<file path="config.mk">
export PLATFORM = sky130hd
export DESIGN_NAME = lsh_back
export DESIGN_NICKNAME = d
export VERILOG_FILES = /design/src/rtl/lsh_pkg.sv /design/src/rtl/lsh_back.sv
export SDC_FILE = /design/constraint.sdc
export NUM_CORES = 1
export LEC_CHECK = 0
export ABC_AREA = 1
export BUFFER_PORTS_ARGS = -buffer_cell sky130_fd_sc_hd__buf_2
export CORE_MARGIN = 1
export CORE_UTILIZATION = 24
export CTS_CLUSTER_SIZE = 16
export DETAILED_ROUTE_END_ITERATION = 6
export GPL_TIMING_DRIVEN = 0
export PLACE_DENSITY_LB_ADDON = 0.3
export SYNTH_ARGS = -nofsm -noshare
export SYNTH_HDL_FRONTEND = slang
export SYNTH_SLANG_ARGS = --single-unit
</file>
<file path="constraint.sdc">
create_clock -name clk -period 0.9 [get_ports clk]
set_clock_uncertainty 0.05 [all_clocks]
set_input_delay 0 -clock clk [delete_from_list [all_inputs] [get_ports clk]]
set_output_delay 0 -clock clk [all_outputs]
set_load 0.02 [all_outputs]
</file>
<file path="src/rtl/lsh_pkg.sv">
package lsh_pkg;

  localparam int PIX_W     = 32;
  localparam int CH_W      = 8;
  localparam int RGB_W     = 24;
  localparam int CFG_W     = 13;
  localparam int STR_W     = 10;
  localparam int CFG_IDX_W = 2;

  localparam logic [CFG_IDX_W-1:0] REG_IMAGE_WIDTH      = 2'd0;
  localparam logic [CFG_IDX_W-1:0] REG_IMAGE_HEIGHT     = 2'd1;
  localparam logic [CFG_IDX_W-1:0] REG_SHARPEN_STRENGTH = 2'd2;

  localparam int RST_IMAGE_WIDTH      = 1024;
  localparam int RST_IMAGE_HEIGHT     = 1024;
  localparam int RST_SHARPEN_STRENGTH = 64;

  localparam int DEF_MAX_WIDTH  = 4096;
  localparam int DEF_MAX_HEIGHT = 4096;

  localparam int QUEUE_DEPTH = 4;
  localparam int Q_PTR_W     = $clog2(QUEUE_DEPTH);
  localparam int Q_CNT_W     = $clog2(QUEUE_DEPTH + 1);

  // one classified item: optional result of the row above, optional bottom-row pixel
  typedef struct packed {
    logic [PIX_W-1:0] res;
    logic [PIX_W-1:0] px;
    logic             has_res;
    logic             has_px;
    logic             eof;
  } lsh_entry_t;

  typedef struct packed {
    logic [Q_CNT_W-1:0] count;
    logic               empty;
  } lsh_q_status_t;

endpackage

</file>
<file path="src/rtl/lsh_back.sv">
module lsh_back (
  input  logic                      clk,
  input  logic                      rst,
  input  lsh_pkg::lsh_entry_t       head,
  input  lsh_pkg::lsh_q_status_t    q_stat,
  output logic                      pop,
  output logic                      m_tvalid,
  input  logic                      m_tready,
  output logic [lsh_pkg::PIX_W-1:0] m_tdata,
  output logic                      m_tlast,
  output logic                      m_tuser
);
  import lsh_pkg::*;

  // phase set once the row-above result of a two-result entry has gone out
  logic phase;
  logic first_of_two, send_res, fire;

  assign first_of_two = head.has_res & head.has_px & ~phase;
  assign send_res     = head.has_res & ~phase;
  assign m_tvalid     = ~q_stat.empty;
  assign fire         = m_tvalid & m_tready;
  assign pop          = fire & ~first_of_two;

  always_comb begin
    if (send_res) begin
      m_tdata = head.res;
      m_tuser = ~head.has_px;
      m_tlast = 1'b0;
    end else begin
      m_tdata = head.px;
      m_tuser = 1'b1;
      m_tlast = head.eof;
    end
  end

  always_ff @(posedge clk) begin
    if (rst) begin
      phase <= 1'b0;
    end else if (fire) begin
      phase <= first_of_two;
    end
  end

endmodule
</file>
==> impl_metrics.json <==
{
  "die_area_um2": 2430,
  "synth_nets": 192,
  "dieHeight_um": 49.3,
  "p_leak_uw": 0.000913,
  "yosysWarnings": 0,
  "holdBufCountCts": 0,
  "core_um2": 2020,
  "synth-simple-area-share_pct": 79.0,
  "die_x_um": 49.3,
  "reg2reg_from": "phase",
  "dp_hpwl_um": 1700,
  "peakVddDrop_mv": 0.485,
  "min_to": "phase",
  "clk_pin_slew_worst_paths_ns": 0,
  "synthXorXnorAreaFrac_pct": 0,
  "routed_wirelength_um": 2310,
  "insertion_delay_ns": 0,
  "grt_pass1_vias": 918,
  "crit_fanout": 10,
  "antenna_cells": 0,
  "syn_to_final_growth_pct": 165,
  "r2r_cells": 3,
  "fmaxAchievable_mhz": 1020,
  "drive_gt1_share_pct": 60.3,
  "io_buffer_count": 106,
  "failed_checks": "negative setup slack",
  "place_area_um2": 1110,
  "synth_area_leader_cell": "nand2_1",
  "finalSetupViolations": 33,
  "yosysTopAreaCellShare_pct": 63.6,
  "required_ns": 0.85,
  "min_path_type": "input pin to flip-flop",
  "firstDrtPassIters": 4,
  "route.vias.total": 1050,
  "finalHoldViolCount": 0,
  "rrSetupSlack_ns": 0.15,
  "min_period_ns": 0.980,
  "synth_compound_area_share_pct": 0,
  "grt_max_degree": 11,
  "relSlewSlack_pct": 89.0,
  "core.rowCount": 16,
  "r2r-end": "phase",
  "via_per_inst": 4.10,
  "reg_top3": "phase (1)",
  "ys_top_cells_by_area": "nand2_1 64%, nand2_2 10%, buf_4 4.2%",
  "rsz0062_at_grt": "yes",
  "antenna_found_initial": 0,
  "ant_nets": 0,
  "whs_path_depth": 4,
  "fin_crit_sh_pct": 109,
  "final_nets": 305,
  "muxShareOfSynthArea_pct": 0,
  "grt_pass1_wl_um": 3510,
  "fin_area_um2": 1420,
  "slew_viol_final": 0,
  "start_util_pct": 26.5,
  "critPathLaunchType": "flip-flop",
  "syn_inst": 118,
  "path_class": "flip-flop to primary output",
  "hold_ws_ns": 0.194,
  "drc_errors": 0,
  "yosys.area_share.adder_pct": 0,
  "globalRouteTotalUtil_pct": 17.2,
  "io_pins": 110,
  "syn_area_per_cell_um2": 4.55,
  "tightest_slew_ns": 0.165,
  "yosys_register_bits": 1,
  "min_from": "rst",
  "max_flop_register": "phase",
  "largest_reg_flops": 1,
  "outcome": "complete, but fails checks",
  "critPathArrivalTime_ns": 0.93,
  "ys_seq_area_share_pct": 3.73,
  "layout_commonest_cell": "nand2_1",
  "initialDrtViolationCount": 6,
  "setup_ws_ns": -0.0805,
  "grt_overflow_total": 0,
  "final_cell_mix": "85 x nand2_1, 74 x buf_2, 36 x buf_6",
  "p_per_area_nw_per_um2": 768,
  "synth_top_family_by_area": "simple AND/OR/NAND/NOR gates",
  "maxCapViolCount": 0,
  "place.gp.congestion": 0.773,
  "post_synth_num_cell_types": 11,
  "syn_area_um2": 537,
  "final_core_util_pct": 70.4,
  "avgRoutedWirePerCell_um": 9.02,
  "worst_setup_path_end_kind": "primary output"
}
[final cells by class]
class | count | area, µm²
timing repair buffer | 111 | 790
fill | 185 | 598
multi-input combinational | 105 | 463
buffer | 6 | 83.8
tap | 27 | 33.8
inverter | 6 | 32.5
sequential | 1 | 21.3
[critical path, cell delays in order (launching register included)]
cell,delay (ns)
dfxtp_2,0.31
inv_4,0.07
nand2_8,0.07
inv_8,0.09
buf_12,0.14
nand2_2,0.06
nand2_2,0.06
buf_6,0.11
[power by group]
group          leakage, µW  total [µW]  internal (µW)  switching (µW)
Clock                    0           0              0               0
Combinational     0.000904        1040            535             506
Sequential      0.00000861        52.0           48.8            3.22
[how the worst max path moves through the flow]
stage	end	from	slack, ns
2_1_floorplan	m_tlast	phase	0.02
3_3_place_gp	m_tdata[17]	phase	-0.12
3_5_place_dp	m_tdata[14]	phase	-0.12
4_1_cts	m_tdata[2]	phase	-0.09
5_1_grt	m_tdata[19]	phase	-0.12
6_report	m_tdata[27]	phase	-0.08
[stage by stage]
stage,power (µW),setup TNS (ns),setup slack [ns],cells
after floorplan,500,0,0.0161,118
after global placement,813,-2.96,-0.124,251
after detailed placement,816,-3.19,-0.125,251
after CTS,1030,-2.35,-0.0896,254
after global routing,1170,-3.42,-0.122,256
final,1090,-1.95,-0.0805,256
[synthesized netlist by cell type]
cell / number
inv_1: 4
buf_4: 3
nand2_1: 91
dfxtp_1: 1
nand2_2: 9
buf_6: 2
nor2_1: 4
inv_2: 1
buf_12: 1
inv_6: 1
nand2_4: 1
[layer usage]
layer,global-route usage (%),up-vias,part of all wire [%]
met5,0,-,0
met4,1.96,0,0
met3,4.36,0,11
met2,35.8,65,52
met1,16.9,419,36
li1,-,566,-
[cell families (layout without fill, tap and decap cells)]
group                  after synthesis  in the layout
buffers and inverters               12            123
flip-flops                           1              1
AND/OR/NAND/NOR                    105            105
[repair_timing]
item / 4_1_cts / 5_1_grt
pin swaps: 1 / 2
setup endpoints to repair: 31 / 33
resized for setup: 67 / 16
setup buffers: 3 / 0
cloned: 0 / 2
Power figures use the tool's default switching activity.
