--- config.mk ---
export PLATFORM = sky130hd
export DESIGN_NAME = lsh_queue
export DESIGN_NICKNAME = d
export VERILOG_FILES = /design/src/rtl/lsh_pkg.sv /design/src/rtl/lsh_queue.sv
export SDC_FILE = /design/constraint.sdc
export NUM_CORES = 1
export LEC_CHECK = 0
export ABC_AREA = 1
export BUFFER_PORTS_ARGS = -buffer_cell sky130_fd_sc_hd__buf_2
export CAP_MARGIN = 20
export CORE_MARGIN = 5
export CORE_UTILIZATION = 50
export CTS_CLUSTER_SIZE = 20
export DETAILED_ROUTE_END_ITERATION = 8
export GPL_ROUTABILITY_DRIVEN = 1
export GPL_TIMING_DRIVEN = 0
export PLACE_DENSITY_LB_ADDON = 0.05
export SYNTH_ARGS = -nofsm -noshare
export SYNTH_HDL_FRONTEND = slang
export SYNTH_SLANG_ARGS = --single-unit
--- constraint.sdc ---
create_clock -name clk -period 2.2 [get_ports clk]
set_input_delay 0.11 -clock clk [delete_from_list [all_inputs] [get_ports clk]]
set_output_delay 0.11 -clock clk [all_outputs]
set_load 0.03 [all_outputs]
--- src/rtl/lsh_pkg.sv ---
package lsh_pkg;

  localparam int PIX_W     = 32;
  localparam int CH_W      = 8;
  localparam int RGB_W     = 24;
  localparam int CFG_W     = 13;
  localparam int STR_W     = 10;
  localparam int CFG_IDX_W = 2;

  localparam logic [CFG_IDX_W-1:0] REG_IMAGE_WIDTH      = 2'd0;
  localparam logic [CFG_IDX_W-1:0] REG_IMAGE_HEIGHT     = 2'd1;
  localparam logic [CFG_IDX_W-1:0] REG_SHARPEN_STRENGTH = 2'd2;

  localparam int RST_IMAGE_WIDTH      = 1024;
  localparam int RST_IMAGE_HEIGHT     = 1024;
  localparam int RST_SHARPEN_STRENGTH = 64;

  localparam int DEF_MAX_WIDTH  = 4096;
  localparam int DEF_MAX_HEIGHT = 4096;

  localparam int QUEUE_DEPTH = 4;
  localparam int Q_PTR_W     = $clog2(QUEUE_DEPTH);
  localparam int Q_CNT_W     = $clog2(QUEUE_DEPTH + 1);

  // one classified item: optional result of the row above, optional bottom-row pixel
  typedef struct packed {
    logic [PIX_W-1:0] res;
    logic [PIX_W-1:0] px;
    logic             has_res;
    logic             has_px;
    logic             eof;
  } lsh_entry_t;

  typedef struct packed {
    logic [Q_CNT_W-1:0] count;
    logic               empty;
  } lsh_q_status_t;

endpackage

--- src/rtl/lsh_queue.sv ---
module lsh_queue (
  input  logic                   clk,
  input  logic                   rst,
  input  logic                   push,
  input  lsh_pkg::lsh_entry_t    push_entry,
  input  logic                   pop,
  output lsh_pkg::lsh_entry_t    head,
  output lsh_pkg::lsh_q_status_t q_stat
);
  import lsh_pkg::*;

  lsh_entry_t         mem [QUEUE_DEPTH];
  logic [Q_PTR_W-1:0] wr_ptr, rd_ptr;
  logic [Q_CNT_W-1:0] count;

  always_ff @(posedge clk) begin
    if (push) begin
      mem[wr_ptr] <= push_entry;
    end
  end

  always_ff @(posedge clk) begin
    if (rst) begin
      wr_ptr <= '0;
      rd_ptr <= '0;
      count  <= '0;
    end else begin
      if (push) begin
        wr_ptr <= wr_ptr + Q_PTR_W'(1);
      end
      if (pop) begin
        rd_ptr <= rd_ptr + Q_PTR_W'(1);
      end
      // push and pop together leave the count unchanged
      if (push && !pop) begin
        count <= count + Q_CNT_W'(1);
      end else if (pop && !push) begin
        count <= count - Q_CNT_W'(1);
      end
    end
  end

  assign head         = mem[rd_ptr];
  assign q_stat.count = count;
  assign q_stat.empty = (count == '0);

endmodule

==> run_results.csv <==
group,metric,value,unit
layout,regArea,8230,um2
clocking,h-tree-depth,1,
setup_path,end_kind,"output pin",
sta,finalCriticalPeriod,2.10,ns
power_and_ir_drop,intPower,9.15,mW
min_path,hold_path_class,"primary input to flip-flop",
setup_path,startpoint_type,"flip-flop",
layout,areaGrowthSynthToFinish,27.3,%
setup_path,cp_slowest_cell,"dfxtp_1",
detailed_routing,wirelength,24800,um
yosys,avgSynthCellArea,14.7,um2
clocking,cts-root-buf,"clkbuf_16",
sta,grt_setup_unrepaired,"false",
setup_path,cpPeakStageDelay,0.32,ns
clocking,tritoncts,"built",
setup_path,path_class,"flip-flop to output pin",
sta,maxSlewHeadroom,79.9,%
layout,final_net_count,1031,
clocking,cts_setup_buffers,0,
sta,setup_violations,0,
die,die_h,154,um
run_status,status,"complete, no violations",
setup_path,crit_chain,"buf_6 > buf_6 > clkbuf_4 > nor2_1 > o22ai_1 > buf_2",
power_and_ir_drop,clockPowerShare,36.7,%
layout,multi_input_area,1820,um2
grt,grt_max_degree,36,
die,die_area,23700,um2
setup_path,cp_common_cell,"buf_6",
setup_path,critPathTopFamily,"buffers and inverters",
run,cap_viol_max_count,0,
setup_path,r2r_slack,0.45,ns
layout,drive_gt1_share,24.6,%
detailed_routing,route.detailed.drc,0,
detailed_routing,ant_nets,0,
sta,tightest_slew,0.301,ns
yosys,ys_warn_count,0,
setup_path,worstSetupPathDepth,6,
yosys,syn_nets,782,
detailed_routing,firstDrtPassIters,5,
die,ioPinCount,142,
sta,skew,0.00477,ns
die,start_util,51.0,%
sta,setup_tns,0,ns
setup_path,arrival,1.99,ns
setup_path,cp_max_fo,10,
power_and_ir_drop,power_leakage,4.76,nW
detailed_routing,vias_per_cell,5.48,
detailed_routing,vias,6807,
setup_path,worstReg2RegEnd,"mem[0][27]",
clocking,cts.sinks,277,
clocking,cts_buffer_depth,3,
yosys,netlist_area,10400,um2
layout,final_area,13200,um2
yosys,syn_inst,705,
die,core_area,20400,um2
grt,antenna_found_initial,1,
detailed_routing,dr.first_iter.drc_count,438,
clocking,insertion_delay,0.52,ns
yosys,synthDistinctLibCells,23,
grt,grt_usage,20.3,%
place,io_buffers,141,
power_and_ir_drop,p_sw_share,24.3,%
setup_path,critPathRequiredTime,2.09,ns
setup_path,timing.rr.start,"wr_ptr[0]",
setup_path,crit_end,"head[25]",
place,dp_hpwl,14800,um
grt,globalRoute.totalOverflow,0,
setup_path,crit_buf_inv,4,
clocking,path_clk_slew,0.06,ns
place,routabilityCongestion,0.740,
power_and_ir_drop,p_sw,2.94,mW
sta,max_freq,475,MHz
detailed_routing,wire_per_inst,19.9,um
yosys,ys_seq_area_share,79.3,%
clocking,cts_buffers,28,
yosys,ys_ff_latch,277,
power_and_ir_drop,pwr_density_cell,915,nW/um2
place,place_area,11600,um2
sta,maxSlewViolCount,0,
sta,finalHoldViolCount,0,
power_and_ir_drop,ir_worst_vdd,0.000777,V
grt,grt_pass1_wl,37900,um
power_and_ir_drop,power_frac_seq,50.3,%
layout,instances_no_fill,1243,
die,die_w,154,um
power_and_ir_drop,pwr-share-comb,13.0,%
die,rows,52,
sta,fin_crit_sh,95.7,%
grt,grt_pass1_vias,7091,
layout,fill_cells,1521,
place,dp_cells,1124,
setup_path,r2r_cells,6,
==> kinds of logic (layout without fill, tap and decap cells) <==
family,Yosys count,after routing,synth area share (%)
other cells,0,1,0
simple gates,152,152,5.55
flops,277,277,79.3
xor+xnor,1,1,0.0844
fa+ha+maj,6,6,0.796
compound gates,209,209,10.9
buf+inv,60,327,3.41
==> flip-flops by register name, indices dropped and copies added (netlist names), named ones only <==
| register | cells |
|---|---|
| count | 3 |
| mem | 268 |
| rd_ptr | 2 |
| wr_ptr | 2 |
==> area by class of cell <==
cell class                      instances  share of cell area [%]
Multi-Input combinational cell        368                    13.7
Sequential cell                       277                    62.3
Inverter                               17                   0.635
Antenna cell                            1                  0.0189
Clock inverter                         13                   0.871
Timing Repair Buffer                  219                    11.9
Clock buffer                           35                    5.66
Buffer                                 43                    2.31
Tap cell                              270                    2.56
==> through the flow <==
stage          power (mW)  setup WS, ns  utilization (%)  hold slack (ns)
4_1_cts              12.2        0.0254             64.7            0.277
3_5_place_dp         7.65         0.437             56.9            0.291
2_1_floorplan        7.08         0.149                -            0.182
5_1_grt              12.5        0.0296             64.9            0.334
3_3_place_gp         7.59        -0.784             56.2            0.285
6_report             12.1        0.0956             64.9            0.314
==> per-layer routing <==
layer / vias to the layer above / GRT usage (%) / wire [um]
met5: - / 0 / 0
met4: 0 / 7.23 / 795
met3: 57 / 3.20 / 1500
met2: 232 / 34.1 / 12200
met1: 3367 / 27.0 / 10300
li1: 3151 / - / -
==> timing repair <==
action                                 CTS  global route
resized for setup                        8            11
setup endpoints to repair               11            14
hold buffers                            70             0
pin swaps                                0             2
endpoints found under the hold margin  277             0
==> Yosys cell counts, drive strengths merged <==
cell	n	area (um2)
nand2	9	33.8
xor2	1	8.76
fa	1	20.0
buf	25	198
nand3	1	5.00
a21oi	3	15.0
dfxtp	9	180
edfxtp	268	8050
o21ai	139	696
ha	5	62.6
nand4	1	6.26
o22ai	67	419
nor2	140	526
clkbuf	18	87.6
nor3	1	5.00
inv	17	68.8
==> power by group through the flow <==
stage                     Combinational [mW]  Sequential, mW  Clock [mW]
after global placement                  1.39            6.20           0
after floorplan                        0.872            6.21           0
after global routing                    1.69            6.10        4.72
final                                   1.57            6.08        4.44
after CTS                               1.57            6.08        4.53
after detailed placement                1.46            6.19           0
==> worst min-delay path by stage <==
stage          cells after the start  slack (ns)           start         end
2_1_floorplan                      1        0.18             rst    count[0]
4_1_cts                            3        0.28             rst    count[0]
3_3_place_gp                       2        0.29             rst    count[0]
5_1_grt                            2        0.33  push_entry[23]  mem[1][23]
6_report                           3        0.31             rst    count[0]
3_5_place_dp                       2        0.29             rst    count[0]
==> cells in the final DEF (no fill, tap or decap), types with 4 or more instances in the layout <==
cell type,instances
inv_1,11
ha_1,5
clkbuf_1,6
buf_6,10
clkinvlp_4,5
buf_2,149
clkinv_2,4
nand2_1,9
o21ai_0,136
nor2_1,140
clkbuf_2,15
clkbuf_4,9
clkbuf_16,29
dfxtp_1,8
edfxtp_1,268
o22ai_1,64
clkinv_1,5
buf_12,8
dlygate4sd3_1,70
==> tightest hold or removal path, cell delays in order <==
cell and delay, ns:
dlygate4sd3_1 0.52, buf_2 0.11, nor2_1 0.04
No activity file was read; power rests on OpenSTA's default activity.
